<file path="src/hw/rtl/fm_sound_timer_status_regs_core_macros.svh">
// ----------------------------------------------------------------------------
// FM sound timer/status registers - assertion macros
// Concurrent assertion helpers shared by the RTL, clocked on clk and
// disabled during rst.
// ----------------------------------------------------------------------------
`ifndef FM_SOUND_TIMER_STATUS_REGS_CORE_MACROS_SVH
`define FM_SOUND_TIMER_STATUS_REGS_CORE_MACROS_SVH

`ifndef SYNTHESIS

// same-cycle implication
`define FSTR_ASSERT_NOW(lbl, ante, cons) \
  lbl: assert property (@(posedge clk) disable iff (rst) (ante) |-> (cons)) \
    else $error("fstr assertion failed");

// next-cycle implication
`define FSTR_ASSERT_NEXT(lbl, ante, cons) \
  lbl: assert property (@(posedge clk) disable iff (rst) (ante) |=> (cons)) \
    else $error("fstr assertion failed");

`else

`define FSTR_ASSERT_NOW(lbl, ante, cons)
`define FSTR_ASSERT_NEXT(lbl, ante, cons)

`endif

`endif

</file>
<file path="src/hw/rtl/fstr_pkg.sv">
// ----------------------------------------------------------------------------
// fstr_pkg - shared types and constants
// Action codes, register numbers, widths and the controller/datapath
// command and status bundles.
// ----------------------------------------------------------------------------
`default_nettype none

package fstr_pkg;

  // microsecond clock width (32..64)
  localparam int TIME_BITS = 64;
  typedef logic [TIME_BITS-1:0] time_t;

  // field widths
  localparam int ACT_W     = 3;
  localparam int BYTE_W    = 8;
  localparam int ELAPSED_W = 32;
  localparam int REG_W     = 9;
  localparam int RATE_W    = 20;

  // divide: (ticks * 1e6) fits in 28 bits, ticks up to 256
  localparam int DIVIDEND_W = 28;
  localparam int TICKS_W    = 9;
  localparam int PROD_W     = TICKS_W + RATE_W;
  localparam int DIV_CNT_W  = $clog2(DIVIDEND_W);
  localparam logic [RATE_W-1:0]  US_PER_SEC = RATE_W'(1000000);
  localparam logic [TICKS_W-1:0] TICK_BASE  = TICKS_W'(9'h100);

  // stream widths
  localparam int S_TDATA_W = 40;
  localparam int S_TUSER_W = ACT_W;
  localparam int M_TDATA_W = 32;
  localparam int M_TUSER_W = 1;

  // config port
  localparam int PADDR_W = 3;
  localparam int PDATA_W = 32;
  localparam logic [RATE_W-1:0] RATE_ONE_RST = RATE_W'(12500);
  localparam logic [RATE_W-1:0] RATE_TWO_RST = RATE_W'(3125);

  // host port actions
  typedef enum logic [ACT_W-1:0] {
    ACT_ADDR    = 3'd0,
    ACT_ADDR_HI = 3'd1,
    ACT_DATA    = 3'd2,
    ACT_STATUS  = 3'd3,
    ACT_READ_HI = 3'd4
  } fstr_act_t;

  // register numbers (low byte of the address latch)
  localparam logic [BYTE_W-1:0] REG_TIMER_ONE  = 8'h02;
  localparam logic [BYTE_W-1:0] REG_TIMER_TWO  = 8'h03;
  localparam logic [BYTE_W-1:0] REG_TIMER_CTRL = 8'h04;
  localparam logic [REG_W-1:0]  BANK_HI        = 9'h100;

  // timer control bits
  localparam int CTL_STOP_BIT     = 7;
  localparam int CTL_MASK_ONE_BIT = 6;
  localparam int CTL_MASK_TWO_BIT = 5;
  localparam int CTL_EN_ONE_BIT   = 0;
  localparam int CTL_EN_TWO_BIT   = 1;

  // status byte
  localparam logic [BYTE_W-1:0] STAT_ANY   = 8'h80;
  localparam logic [BYTE_W-1:0] STAT_ONE   = 8'h40;
  localparam logic [BYTE_W-1:0] STAT_TWO   = 8'h20;
  localparam logic [BYTE_W-1:0] READ_HI_VAL = 8'hff;

  // controller -> datapath commands
  typedef struct packed {
    logic load;       // capture input item
    logic adv;        // advance clock
    logic apply;      // decode action, update state, stage result
    logic pick;       // select next timer to rearm
    logic mul;        // ticks * 1e6
    logic div_start;  // launch divider
    logic finish;     // write expiry
    logic emit;       // load output register
  } fstr_cmd_t;

  // datapath -> controller status
  typedef struct packed {
    logic arm_pend;
    logic div_busy;
    logic out_busy;
  } fstr_stat_t;

endpackage

`default_nettype wire

</file>
<file path="src/hw/rtl/fm_sound_timer_status_regs_core.sv">
// ----------------------------------------------------------------------------
// fm_sound_timer_status_regs_core - FM sound chip timer/status port
// Host port access handling: address latch, two interval timers with
// status readback, forwarding of other data writes; rate registers.
// ----------------------------------------------------------------------------
//  port    dir  fields (low bit up)
//  s_*     in   tuser: action[2:0]; tdata: port_data[7:0], elapsed_us[39:8]
//  m_*     out  tuser: forward_valid[0]; tdata: read_data[7:0],
//               forward_register[16:8], forward_value[24:17]
//  APB     in   0x0 timer_one_rate, 0x4 timer_two_rate (20 bits)
//
//  An item without a timer rearm passes advance, apply, select and emit.
//  Each rearm adds multiply, start and one-bit-per-cycle divide steps
//  (28 quotient bits); a timer control write may rearm both timers.
//  One item is in flight at a time; a result waiting in the output
//  register does not block the next accept, only the next hand-off.
//  rst is synchronous; all timer state and the clock clear to zero.
// ----------------------------------------------------------------------------
`default_nettype none

`include "fm_sound_timer_status_regs_core_macros.svh"

module fm_sound_timer_status_regs_core (
  input  wire logic                            clk,
  input  wire logic                            rst,
  // item input
  input  wire logic                            s_tvalid,
  output logic                                 s_tready,
  input  wire logic [fstr_pkg::S_TDATA_W-1:0]  s_tdata,  // port_data, elapsed_us
  input  wire logic [fstr_pkg::S_TUSER_W-1:0]  s_tuser,  // action
  // result output
  output logic                                 m_tvalid,
  input  wire logic                            m_tready,
  output logic [fstr_pkg::M_TDATA_W-1:0]       m_tdata,  // read_data, fwd reg, fwd value
  output logic [fstr_pkg::M_TUSER_W-1:0]       m_tuser,  // forward_valid
  // configuration
  input  wire logic                            psel,
  input  wire logic                            penable,
  input  wire logic                            pwrite,
  input  wire logic [fstr_pkg::PADDR_W-1:0]    paddr,
  input  wire logic [fstr_pkg::PDATA_W-1:0]    pwdata,
  output logic [fstr_pkg::PDATA_W-1:0]         prdata,
  output logic                                 pready
);

  logic [fstr_pkg::RATE_W-1:0] rate_one;
  logic [fstr_pkg::RATE_W-1:0] rate_two;
  logic                        cfg_wr;
  fstr_pkg::fstr_cmd_t         cmd;
  fstr_pkg::fstr_stat_t        stat;

  // rate registers, decoded on the register-select address bit
  assign pready = 1'b1;
  assign cfg_wr = psel && penable && pwrite && pready;

  always_ff @(posedge clk) begin
    if (rst) begin
      rate_one <= fstr_pkg::RATE_ONE_RST;
      rate_two <= fstr_pkg::RATE_TWO_RST;
    end else if (cfg_wr) begin
      if (paddr[2]) begin
        rate_two <= pwdata[fstr_pkg::RATE_W-1:0];
      end else begin
        rate_one <= pwdata[fstr_pkg::RATE_W-1:0];
      end
    end
  end

  assign prdata = fstr_pkg::PDATA_W'(paddr[2] ? rate_two : rate_one);

  fstr_ctrl u_ctrl (
    .clk      (clk),
    .rst      (rst),
    .s_tvalid (s_tvalid),
    .s_tready (s_tready),
    .stat     (stat),
    .cmd      (cmd)
  );

  fstr_datapath u_dp (
    .clk      (clk),
    .rst      (rst),
    .cmd      (cmd),
    .stat     (stat),
    .s_tdata  (s_tdata),
    .s_tuser  (s_tuser),
    .rate_one (rate_one),
    .rate_two (rate_two),
    .m_tvalid (m_tvalid),
    .m_tready (m_tready),
    .m_tdata  (m_tdata),
    .m_tuser  (m_tuser)
  );

  // checks
  `FSTR_ASSERT_NOW(a_no_accept_while_dividing, stat.div_busy, !s_tready)
  `FSTR_ASSERT_NOW(a_emit_into_free_slot, cmd.emit, !stat.out_busy)
  `FSTR_ASSERT_NOW(a_forward_has_no_read, m_tvalid && m_tuser[0], m_tdata[7:0] == 8'h00)
  `FSTR_ASSERT_NEXT(a_one_item_in_flight, s_tvalid && s_tready, !s_tready)

endmodule

`default_nettype wire

</file>
<file path="src/hw/rtl/fstr_div.sv">
// ----------------------------------------------------------------------------
// fstr_div - radix-2 restoring divider
// One quotient bit per cycle over the dividend width; quotient holds
// after busy falls.
// ----------------------------------------------------------------------------
`default_nettype none

module fstr_div (
  input  wire logic                             clk,
  input  wire logic                             rst,
  input  wire logic                             start,
  input  wire logic [fstr_pkg::DIVIDEND_W-1:0]  dividend,
  input  wire logic [fstr_pkg::RATE_W-1:0]      divisor,
  output logic                                  busy,
  output logic [fstr_pkg::DIVIDEND_W-1:0]       quotient
);

  logic [fstr_pkg::RATE_W-1:0]    rem;
  logic [fstr_pkg::DIV_CNT_W-1:0] cnt;
  logic [fstr_pkg::RATE_W:0]      shifted;
  logic                           fits;

  // trial subtract
  assign shifted = {rem, quotient[fstr_pkg::DIVIDEND_W-1]};
  assign fits    = shifted >= {1'b0, divisor};

  // control
  always_ff @(posedge clk) begin
    if (rst) begin
      busy <= 1'b0;
    end else if (start) begin
      busy <= 1'b1;
    end else if (busy && cnt == '0) begin
      busy <= 1'b0;
    end
  end

  // iteration
  always_ff @(posedge clk) begin
    if (start) begin
      rem      <= '0;
      quotient <= dividend;
      cnt      <= fstr_pkg::DIV_CNT_W'(fstr_pkg::DIVIDEND_W - 1);
    end else if (busy) begin
      if (fits) begin
        rem <= fstr_pkg::RATE_W'(shifted - {1'b0, divisor});
      end else begin
        rem <= shifted[fstr_pkg::RATE_W-1:0];
      end
      quotient <= {quotient[fstr_pkg::DIVIDEND_W-2:0], fits};
      cnt      <= cnt - 1'b1;
    end
  end

endmodule

`default_nettype wire

</file>
<file path="src/hw/rtl/fstr_datapath.sv">
// ----------------------------------------------------------------------------
// fstr_datapath - timer state, clock, arming arithmetic and output register
// Executes the commands of the controller; holds the address latch,
// the microsecond clock, both timers and the result register.
// ----------------------------------------------------------------------------
`default_nettype none

module fstr_datapath (
  input  wire logic                            clk,
  input  wire logic                            rst,
  input  wire fstr_pkg::fstr_cmd_t             cmd,
  output fstr_pkg::fstr_stat_t                 stat,
  // item payload
  input  wire logic [fstr_pkg::S_TDATA_W-1:0]  s_tdata,
  input  wire logic [fstr_pkg::S_TUSER_W-1:0]  s_tuser,
  // rate registers
  input  wire logic [fstr_pkg::RATE_W-1:0]     rate_one,
  input  wire logic [fstr_pkg::RATE_W-1:0]     rate_two,
  // result
  output logic                                 m_tvalid,
  input  wire logic                            m_tready,
  output logic [fstr_pkg::M_TDATA_W-1:0]       m_tdata,
  output logic [fstr_pkg::M_TUSER_W-1:0]       m_tuser
);

  // captured item
  logic [fstr_pkg::ACT_W-1:0]     act;
  logic [fstr_pkg::BYTE_W-1:0]    pdata;
  logic [fstr_pkg::ELAPSED_W-1:0] elapsed;

  // architectural state
  logic [fstr_pkg::REG_W-1:0]  addr_latch;
  fstr_pkg::time_t             clock_now;
  logic [fstr_pkg::BYTE_W-1:0] cnt_one;
  logic [fstr_pkg::BYTE_W-1:0] cnt_two;
  logic                        on_one;
  logic                        on_two;
  fstr_pkg::time_t             exp_one;
  fstr_pkg::time_t             exp_two;

  // arming
  logic                           pend_one;
  logic                           pend_two;
  logic                           sel_two;
  logic [fstr_pkg::DIVIDEND_W-1:0] prod;
  logic [fstr_pkg::RATE_W-1:0]    divisor;
  logic [fstr_pkg::DIVIDEND_W-1:0] quo;
  logic                           div_busy;

  // staged result
  logic [fstr_pkg::BYTE_W-1:0] res_read;
  logic                        res_fwd;
  logic [fstr_pkg::REG_W-1:0]  res_reg;
  logic [fstr_pkg::BYTE_W-1:0] res_val;

  // combinational helpers
  logic                         hit_one;
  logic                         hit_two;
  logic [fstr_pkg::BYTE_W-1:0]  status_byte;
  logic [fstr_pkg::BYTE_W-1:0]  sel_cnt;
  logic [fstr_pkg::RATE_W-1:0]  sel_rate;
  logic [fstr_pkg::TICKS_W-1:0] ticks;
  logic [fstr_pkg::PROD_W-1:0]  prod_full;
  logic [fstr_pkg::BYTE_W-1:0]  reg_low;
  logic                         is_data;
  logic                         ctl_run;
  logic                         arm_one;
  logic                         arm_two;
  logic                         fwd_hit;

  // status byte: strictly past expiry
  assign hit_one     = on_one && (clock_now > exp_one);
  assign hit_two     = on_two && (clock_now > exp_two);
  assign status_byte = (hit_one ? (fstr_pkg::STAT_ANY | fstr_pkg::STAT_ONE) : '0) |
                       (hit_two ? (fstr_pkg::STAT_ANY | fstr_pkg::STAT_TWO) : '0);

  // data write decode: rearm requests and forwarding
  assign reg_low = addr_latch[fstr_pkg::BYTE_W-1:0];
  assign is_data = (act == fstr_pkg::ACT_DATA);
  assign ctl_run = (reg_low == fstr_pkg::REG_TIMER_CTRL) && !pdata[fstr_pkg::CTL_STOP_BIT];
  assign arm_one = is_data &&
                   (((reg_low == fstr_pkg::REG_TIMER_ONE) && on_one) ||
                    (ctl_run && !pdata[fstr_pkg::CTL_MASK_ONE_BIT] &&
                     pdata[fstr_pkg::CTL_EN_ONE_BIT]));
  assign arm_two = is_data &&
                   (((reg_low == fstr_pkg::REG_TIMER_TWO) && on_two) ||
                    (ctl_run && !pdata[fstr_pkg::CTL_MASK_TWO_BIT] &&
                     pdata[fstr_pkg::CTL_EN_TWO_BIT]));
  assign fwd_hit = is_data &&
                   (reg_low != fstr_pkg::REG_TIMER_ONE) &&
                   (reg_low != fstr_pkg::REG_TIMER_TWO) &&
                   (reg_low != fstr_pkg::REG_TIMER_CTRL);

  // arm period numerator
  assign sel_cnt   = sel_two ? cnt_two : cnt_one;
  assign sel_rate  = sel_two ? rate_two : rate_one;
  assign ticks     = fstr_pkg::TICK_BASE - {1'b0, sel_cnt};
  assign prod_full = fstr_pkg::PROD_W'(ticks) * fstr_pkg::PROD_W'(fstr_pkg::US_PER_SEC);

  assign stat.arm_pend = pend_one || pend_two;
  assign stat.div_busy = div_busy;
  assign stat.out_busy = m_tvalid && !m_tready;

  // item capture
  always_ff @(posedge clk) begin
    if (cmd.load) begin
      act     <= s_tuser;
      pdata   <= s_tdata[fstr_pkg::BYTE_W-1:0];
      elapsed <= s_tdata[fstr_pkg::BYTE_W +: fstr_pkg::ELAPSED_W];
    end
  end

  // timer and address state
  always_ff @(posedge clk) begin
    if (rst) begin
      addr_latch <= '0;
      clock_now  <= '0;
      cnt_one    <= '0;
      cnt_two    <= '0;
      on_one     <= 1'b0;
      on_two     <= 1'b0;
      exp_one    <= '0;
      exp_two    <= '0;
      pend_one   <= 1'b0;
      pend_two   <= 1'b0;
    end else begin
      if (cmd.adv) begin
        clock_now <= clock_now + fstr_pkg::time_t'(elapsed);
      end
      if (cmd.apply) begin
        pend_one <= arm_one;
        pend_two <= arm_two;
        case (act)
          fstr_pkg::ACT_ADDR: begin
            addr_latch <= {1'b0, pdata};
          end
          fstr_pkg::ACT_ADDR_HI: begin
            addr_latch <= fstr_pkg::BANK_HI | {1'b0, pdata};
          end
          fstr_pkg::ACT_DATA: begin
            case (reg_low)
              fstr_pkg::REG_TIMER_ONE: begin
                cnt_one <= pdata;
              end
              fstr_pkg::REG_TIMER_TWO: begin
                cnt_two <= pdata;
              end
              fstr_pkg::REG_TIMER_CTRL: begin
                if (pdata[fstr_pkg::CTL_STOP_BIT]) begin
                  on_one <= 1'b0;
                  on_two <= 1'b0;
                end else begin
                  if (!pdata[fstr_pkg::CTL_MASK_ONE_BIT]) begin
                    on_one <= pdata[fstr_pkg::CTL_EN_ONE_BIT];
                  end
                  if (!pdata[fstr_pkg::CTL_MASK_TWO_BIT]) begin
                    on_two <= pdata[fstr_pkg::CTL_EN_TWO_BIT];
                  end
                end
              end
              default: begin
              end
            endcase
          end
          default: begin
          end
        endcase
      end
      // timer one goes first when both are pending
      if (cmd.pick) begin
        if (pend_one) begin
          pend_one <= 1'b0;
        end else begin
          pend_two <= 1'b0;
        end
      end
      if (cmd.finish) begin
        if (sel_two) begin
          exp_two <= clock_now + fstr_pkg::time_t'(quo);
        end else begin
          exp_one <= clock_now + fstr_pkg::time_t'(quo);
        end
      end
    end
  end

  // arming operands
  always_ff @(posedge clk) begin
    if (cmd.pick) begin
      sel_two <= !pend_one;
    end
    if (cmd.mul) begin
      prod    <= prod_full[fstr_pkg::DIVIDEND_W-1:0];
      divisor <= (sel_rate == '0) ? fstr_pkg::RATE_W'(1) : sel_rate;
    end
  end

  fstr_div u_div (
    .clk      (clk),
    .rst      (rst),
    .start    (cmd.div_start),
    .dividend (prod),
    .divisor  (divisor),
    .busy     (div_busy),
    .quotient (quo)
  );

  // staged result
  always_ff @(posedge clk) begin
    if (cmd.apply) begin
      res_fwd <= fwd_hit;
      res_reg <= fwd_hit ? addr_latch : '0;
      res_val <= fwd_hit ? pdata : '0;
      case (act)
        fstr_pkg::ACT_STATUS: begin
          res_read <= status_byte;
        end
        fstr_pkg::ACT_READ_HI: begin
          res_read <= fstr_pkg::READ_HI_VAL;
        end
        default: begin
          res_read <= '0;
        end
      endcase
    end
  end

  // output register
  always_ff @(posedge clk) begin
    if (rst) begin
      m_tvalid <= 1'b0;
    end else if (cmd.emit) begin
      m_tvalid <= 1'b1;
    end else if (m_tready) begin
      m_tvalid <= 1'b0;
    end
  end

  always_ff @(posedge clk) begin
    if (cmd.emit) begin
      m_tdata <= fstr_pkg::M_TDATA_W'({res_val, res_reg, res_read});
      m_tuser <= res_fwd;
    end
  end

endmodule

`default_nettype wire

</file>
<file path="src/hw/rtl/fstr_ctrl.sv">
// ----------------------------------------------------------------------------
// fstr_ctrl - item sequencer
// Walks one item through clock advance, decode, up to two timer
// rearms and the hand-off to the output register.
// ----------------------------------------------------------------------------
`default_nettype none

module fstr_ctrl (
  input  wire logic                 clk,
  input  wire logic                 rst,
  input  wire logic                 s_tvalid,
  output logic                      s_tready,
  input  wire fstr_pkg::fstr_stat_t stat,
  output fstr_pkg::fstr_cmd_t       cmd
);

  typedef enum logic [7:0] {
    ST_IDLE  = 8'b0000_0001,
    ST_ADV   = 8'b0000_0010,
    ST_APPLY = 8'b0000_0100,
    ST_SEL   = 8'b0000_1000,
    ST_MUL   = 8'b0001_0000,
    ST_START = 8'b0010_0000,
    ST_DIV   = 8'b0100_0000,
    ST_EMIT  = 8'b1000_0000
  } state_t;

  state_t state;
  state_t state_next;

  assign s_tready = (state == ST_IDLE);

  // next state and commands
  always_comb begin
    state_next = state;
    cmd        = '0;
    case (state)
      ST_IDLE: begin
        if (s_tvalid) begin
          cmd.load   = 1'b1;
          state_next = ST_ADV;
        end
      end
      ST_ADV: begin
        cmd.adv    = 1'b1;
        state_next = ST_APPLY;
      end
      ST_APPLY: begin
        cmd.apply  = 1'b1;
        state_next = ST_SEL;
      end
      ST_SEL: begin
        if (stat.arm_pend) begin
          cmd.pick   = 1'b1;
          state_next = ST_MUL;
        end else begin
          state_next = ST_EMIT;
        end
      end
      ST_MUL: begin
        cmd.mul    = 1'b1;
        state_next = ST_START;
      end
      ST_START: begin
        cmd.div_start = 1'b1;
        state_next    = ST_DIV;
      end
      ST_DIV: begin
        if (!stat.div_busy) begin
          cmd.finish = 1'b1;
          state_next = ST_SEL;
        end
      end
      ST_EMIT: begin
        if (!stat.out_busy) begin
          cmd.emit   = 1'b1;
          state_next = ST_IDLE;
        end
      end
      default: begin
        state_next = ST_IDLE;
      end
    endcase
  end

  always_ff @(posedge clk) begin
    if (rst) begin
      state <= ST_IDLE;
    end else begin
      state <= state_next;
    end
  end

endmodule

`default_nettype wire
</file>
<file path="config.mk">
export PLATFORM = sky130hd
export DESIGN_NAME = fm_sound_timer_status_regs_core
export DESIGN_NICKNAME = d
export VERILOG_FILES = /design/src/hw/rtl/fstr_pkg.sv /design/src/hw/rtl/fm_sound_timer_status_regs_core.sv /design/src/hw/rtl/fstr_div.sv /design/src/hw/rtl/fstr_datapath.sv /design/src/hw/rtl/fstr_ctrl.sv
export VERILOG_INCLUDE_DIRS = /design/src /design/src/hw/rtl
export SDC_FILE = /design/constraint.sdc
export NUM_CORES = 1
export LEC_CHECK = 0
export ABC_AREA = 1
export BUFFER_PORTS_ARGS = -buffer_cell sky130_fd_sc_hd__buf_2
export CORE_AREA = 2 2 228 230
export CTS_CLUSTER_DIAMETER = 60
export DETAILED_ROUTE_END_ITERATION = 7
export DIE_AREA = 0 0 230 232
export PLACE_DENSITY = 0.88
export SLEW_MARGIN = 20
export SYNTH_ARGS = -nofsm -noshare
export SYNTH_HDL_FRONTEND = slang
export SYNTH_SLANG_ARGS = --single-unit
</file>
<file path="constraint.sdc">
create_clock -name clk -period 10.05 [get_ports clk]
set_input_delay 1.005 -clock clk [delete_from_list [all_inputs] [get_ports clk]]
set_output_delay 1.005 -clock clk [all_outputs]
set_load 0.05 [all_outputs]
</file>
---- Yosys cells after proc, flatten, opt, wreduce, memory -nomap -nowiden ----
Index checks and enable logic that the tools add are counted.
word-level totals
  register bits after elaboration ......... 462
  output and inout port bits .............. 68
  input port bits ......................... 85
  word-level logic and storage cells ...... 150
operators by class
  add/sub/neg operators ................... 5
  eq/ne operators ......................... 23
  magnitude comparators ................... 3
  muxes and demuxes ....................... 41
  multiply operators ...................... 1
  reduce and logical (&&, ||, !) cells .... 43
  bitwise gates (word level) .............. 3
operator list
  kind                                                                   count
  64-bit greater-than comparator                                         2
  64-bit by 28-bit adder with 64-bit output                              1
  64-bit by 32-bit adder with 64-bit output                              1
  8-bit one-hot mux with 8 select lines                                  1
  20-bit two-way mux                                                     3
  28-bit two-way mux                                                     2
  8-bit two-way mux                                                      7
  1-bit two-way mux                                                      26
  8-bit by 2-bit equality test with 1-bit output, second input constant  3
  9-bit by 14-bit multiplier with 22-bit output, second input constant   1
  21-bit by 20-bit greater-or-equal comparator with 1-bit output         1
  20-bit zero test                                                       1
  20-bit subtractor                                                      1
  1-bit logical AND                                                      18
  9-bit one-hot mux with 2 select lines                                  1
  8-bit by 3-bit equality test with 1-bit output, second input constant  2
  8-bit by 2-bit != test with 1-bit output, second input constant        2
  8-bit one-hot mux with 2 select lines                                  1
  2-bit AND reduction                                                    5
  3-bit AND reduction                                                    3
  9-bit by 8-bit subtractor with 9-bit output, first input constant      1
  8-bit by 1-bit equality test with 1-bit output, second input constant  1
  8-bit by 4-bit equality test with 1-bit output, second input constant  1
  8-bit by 5-bit equality test with 1-bit output, second input constant  1
  18 further kinds                                                       33

---- Longest topological paths before layout ----
  depth after elaboration ................. 9
  depth in mapped cells ................... 27

---- Modules after synthesis ----
From an unflattened synthesis, not the netlist that was laid out.
second synthesis, totals
  cell total of the unflattened synthesis .. 4594
  area total of the unflattened synthesis .. 31396.4 sq um
by module, submodules not included
  module                           times used  area each (sq um)  cells an instance  sequential area each (sq um)
  fstr_datapath                    1           24923.9            3631               8348.0
  fstr_div                         1           3910.0             574                1361.3
  fm_sound_timer_status_regs_core  1           1955.6             309                800.8
  fstr_ctrl                        1           606.8              80                 160.2

---- Worst setup path before layout ----
Ideal clock, no wire load.
  kind .................................... reg-to-reg
  start ................................... reg u_dp.sel_two
  end ..................................... reg u_dp.prod[25] (netlist name) (data pin)
  data required time ...................... 9.791 ns
  arrival time ............................ 4.781 ns
  stages on the path, launching flop included .. 22
  setup slack ............................. 5.010 ns
  buffers on the path ..................... 1
  period minus slack after synthesis ...... 5.040 ns
  setup time .............................. 0.259 ns
  cells stage by stage .................... edfxtp_1 -> buf_4 -> inv_2 -> or2_1 -> o21ai_1 -> ha_1 -> nand2_1 -> nor2_1 -> xor2_1 -> fa_1 -> ha_1 -> fa_1 -> inv_1 -> fa_1 -> inv_1 -> ha_1 -> a21oi_1 -> o21ai_0 -> a21o_1 -> nand2_1 -> nand2_1 -> xor2_1
on the way
  cells in the longest elaborated chain, start to end .. 3
ends and longest elaborated chain
  item                                           line                  source
  start, declared                                fstr_datapath.sv:44   logic sel_two;
  start signal, assigned                         fstr_datapath.sv:190  sel_two <= !pend_one;
  8-bit two-way mux                              fstr_datapath.sv:95   assign sel_cnt = sel_two ? cnt_two : cnt_one;
  9-bit by 8-bit subtractor with 9-bit output    fstr_datapath.sv:97   assign ticks = fstr_pkg::TICK_BASE - {1'b0, sel_cnt};
  9-bit by 14-bit multiplier with 22-bit output  fstr_datapath.sv:98   assign prod_full = fstr_pkg::PROD_W'(ticks) * fstr_pkg::PROD_W'(fstr_pkg::US_PER_SEC);
  net u_dp.prod_full (one bit)                   fstr_datapath.sv:63   logic [fstr_pkg::PROD_W-1:0] prod_full;
  end signal, assigned                           fstr_datapath.sv:193  prod <= prod_full[fstr_pkg::DIVIDEND_W-1:0];
  end, declared                                  fstr_datapath.sv:45   logic [fstr_pkg::DIVIDEND_W-1:0] prod;
The timed path passes the listed nets, and every way through them passes these cells.
A chain may end at the register's enable or synchronous reset.

---- Final worst setup path ----
Ends and elaborated chain as after synthesis.

==> Implementation_results.wiki <==
{| class="wikitable"
! Metric !! Value
|-
| DRC violation total after the first TritonRoute iteration || a little over 3000
|-
| CTS tree || yes
|-
| CTS Buf Count || between 50 and 60
|-
| ANT nets after route || 0
|-
| PostCTS Resize Cnt || 0
|-
| Transition time of the tightest slew-check pin || 1.14 ns
|-
| Status || finished, final reports clean
|-
| Placer congestion estimate || 1.04
|-
| Crit Path Class || reg2reg
|-
| Number of input and output port buffers inserted || 118
|-
| YS warnings || 0
|-
| Number of synthesized flops with an enable pin || 158
|-
| Global route overflow || 0
|-
| Post-detailed-route wirelength per cell || about 17 um
|-
| GRT Util Overall || 0.325
|-
| Yosys top cell by area || dfxtp_1
|-
| Largest driver fanout on the critical path || 35
|-
| CP arrival || 6.48 ns
|-
| DRT Pass-1 Iters || 7
|-
| Gate count after technology mapping || 4334
|-
| Async set or reset register ratio after synthesis || 0
|-
| Post-CTS setup repair buffer count || 0
|-
| Boundary Pins || ~150
|-
| DRC || 0
|-
| First-pass GRT wire length || 139000 um
|-
| Standby leakage power || 16.5 nW
|-
| Mean area per synthesized cell || about 7 um2
|-
| Synth top area cells || dfxtp_1 20%, edfxtp_1 16%, nand2_1 13%
|-
| Element type at the critical path end || flop
|-
| Die span in x || 230 um
|-
| Share of the cycle needed by the critical path after routing || 0.608
|-
| Final-report max-slew violation count || 0
|-
| Area share of the largest cell type after synthesis || 0.196
|-
| Count of unique library cells instantiated by Yosys || 47
|-
| Data required time at the worst endpoint || 10.41 ns
|-
| FILL cells || about 4400
|-
| Starting density of the core || 0.595
|-
| Half-perimeter wire length after placement || 66200 um
|-
| Clk root buf || clkbuf_16
|-
| Total via count in the routed design || 28480
|-
| Post-layout net count || 4790
|-
| CTS Buffer Depth || 3
|-
| Antenna cell count || 0
|-
| Height of the chip || 232 um
|-
| Synth Register Bits || 454
|-
| Share of post-route cells with drive strength above 1 || 0.0574
|-
| Count of final setup violators || 0
|-
| Die area || 53400 um2
|-
| Top Registers || u_dp.clock_now x64, u_dp.exp_one x64, u_dp.exp_two x64
|-
| Vias in the first global route || between 20000 and 30000
|-
| Unrepaired setup endpoints after global routing || false
|-
| Wirelength, routed || 87500 um
|-
| Commonest cells in the netlist || 1088 x nand2_1, 780 x inv_1, 392 x nor2_1, 364 x a21oi_1, 300 x nand3_1
|-
| Summed instance area of the synthesized netlist || 30300 um2
|-
| Register area share after synthesis || 0.353
|-
| Final worst path period need || 6.11 ns
|-
| Slew HR || 0.237
|-
| Clk_lat worst skew || 0.62 ns
|-
| Design Power || 5.51 mW
|-
| Clock Skew || 0.0182 ns
|-
| Routed vias/inst || about 5.5
|-
| Std-Cell Core Area || 50900 um2
|-
| Worst min path class || reg2reg
|-
| Layout overhead on the synthesized area || 9.14%
|-
| Number of antenna violations at the first check in global routing || 0
|-
| H-tree levels || 2
|-
| Cell with the most instances after synthesis || nand2_1
|-
| Standard-cell rows || 83
|-
| Max IR drop VDD || ~0.00019 V
|-
| Ratio of total power to cell area || 167 nW/um2
|-
| Pin count of the biggest net entering global routing || roughly 90
|-
| Highest achievable clock rate || between 0.15 and 0.2 GHz
|-
| Number of hold-slack violations in the final timing report || 0
|-
| Post-CTS Hold Buffers || 0
|-
| Setup TNS || 0 ns
|-
| Count of maximum capacitance violations || 0
|-
| Clk pin slew, worst setup/hold paths || 0.06 ns
|-
| Startpoint class of the critical path || flop
|-
| Clock sink total || 454
|-
| Top flip-flop cell by instance count after synthesis || dfxtp_1
|}
[cells in the final DEF (no fill, tap or decap), types with 7 or more instances in the layout]
master,Yosys,final
nand2_1,1088,1088
inv_1,780,779
nor2_1,392,389
a21oi_1,364,364
nand3_1,300,300
dfxtp_1,296,296
ha_1,266,266
o21ai_0,193,193
edfxtp_1,158,158
buf_2,30,117
o21ai_1,55,55
xor2_1,53,53
clkbuf_16,0,52
nand4_1,46,46
nor3_1,36,36
xnor2_1,23,23
fa_1,23,23
buf_4,25,21
conb_1,2,20
nor4_1,18,18
o21bai_1,16,16
inv_2,13,13
o21a_1,12,12
clkinv_2,0,12
or2_2,11,11
nand3b_1,10,10
o211ai_1,10,10
clkinv_1,2,9
clkbuf_1,45,8
a21o_1,7,7
[worst max-delay path, cell delays in order, from the launching register on]
cell      delay [ns]
edfxtp_1        0.33
buf_4           0.38
inv_2           0.29
or2_1           0.28
o21ai_1         0.30
ha_1            0.28
nand2_1         0.07
nor2_1          0.21
xor2_1          0.60
fa_1            0.56
ha_1            0.34
fa_1            0.50
inv_1           0.05
fa_1            0.53
inv_1           0.05
ha_1            0.36
a21oi_1         0.14
o21ai_0         0.12
a21o_1          0.20
nand2_1         0.07
nand2_1         0.06
xor2_1          0.14
[report_power, final]
part | internal [mW] | switching, mW | total [mW]
Combinational | 0.429 | 0.995 | 1.42
Sequential | 2.01 | 0.106 | 2.12
Clock | 1.16 | 0.814 | 1.97
[per-stage QoR]
stage / util / setup WS (ns) / hold WS, ns / instance area, um2 / instances
floorplan: - / 5.01 / 0.400 / 30300 / 4352
global placement: 0.614 / 4.02 / 0.403 / 31300 / 5043
detailed placement: 0.614 / 3.95 / 0.405 / 31300 / 5043
CTS: 0.649 / 3.91 / 0.418 / 33000 / 5139
global route: 0.649 / 3.51 / 0.426 / 33000 / 5139
finish: 0.649 / 3.94 / 0.419 / 33000 / 5139
[path summary, 6_finish.rpt]
kind | startpoint | end | slack [ns] | depth (start not counted)
worst max register to register | u_dp.sel_two | u_dp.prod[25] | 3.94 | 21
worst min register to register | u_dp.res_val[3] | u_dp.m_tdata[20] | 0.42 | 0
worst min-delay path | u_dp.res_val[3] | u_dp.m_tdata[20] | 0.42 | 0
worst max-delay path | u_dp.sel_two | u_dp.prod[25] | 3.94 | 21
[layer usage]
layer	global-route usage	vias to the layer above	wire length (um)
li1	-	13986	-
met1	0.428	13045	35900
met2	0.531	1221	39500
met3	0.0535	228	8380
met4	0.138	0	3790
met5	0	-	0
[logic make-up (layout without fill, tap and decap cells)]
group / after synthesis / after routing / synth area share
xor gates and xnor gates: 76 / 76 / 0.0220
adders and majority gates: 289 / 289 / 0.125
AOI/OAI and AO/OA: 666 / 666 / 0.115
buffers and inverters: 922 / 1029 / 0.121
and+or+nand+nor: 1922 / 1922 / 0.263
DFF: 454 / 454 / 0.353
other: 2 / 20 / 0.000248
muxes: 3 / 3 / 0.000992
[area by class of cell]
cell class                      instances  area, um2  share of cell area
Multi-Input combinational cell       2976      16000               0.485
Sequential cell                       454      10700               0.323
Inverter                              795       2990              0.0904
Timing Repair Buffer                  138        743              0.0225
Clock inverter                         30        352              0.0106
Clock buffer                           66       1410              0.0428
Tap cell                              680        851              0.0258
Note: power is estimated with default switching activity, not from simulation.
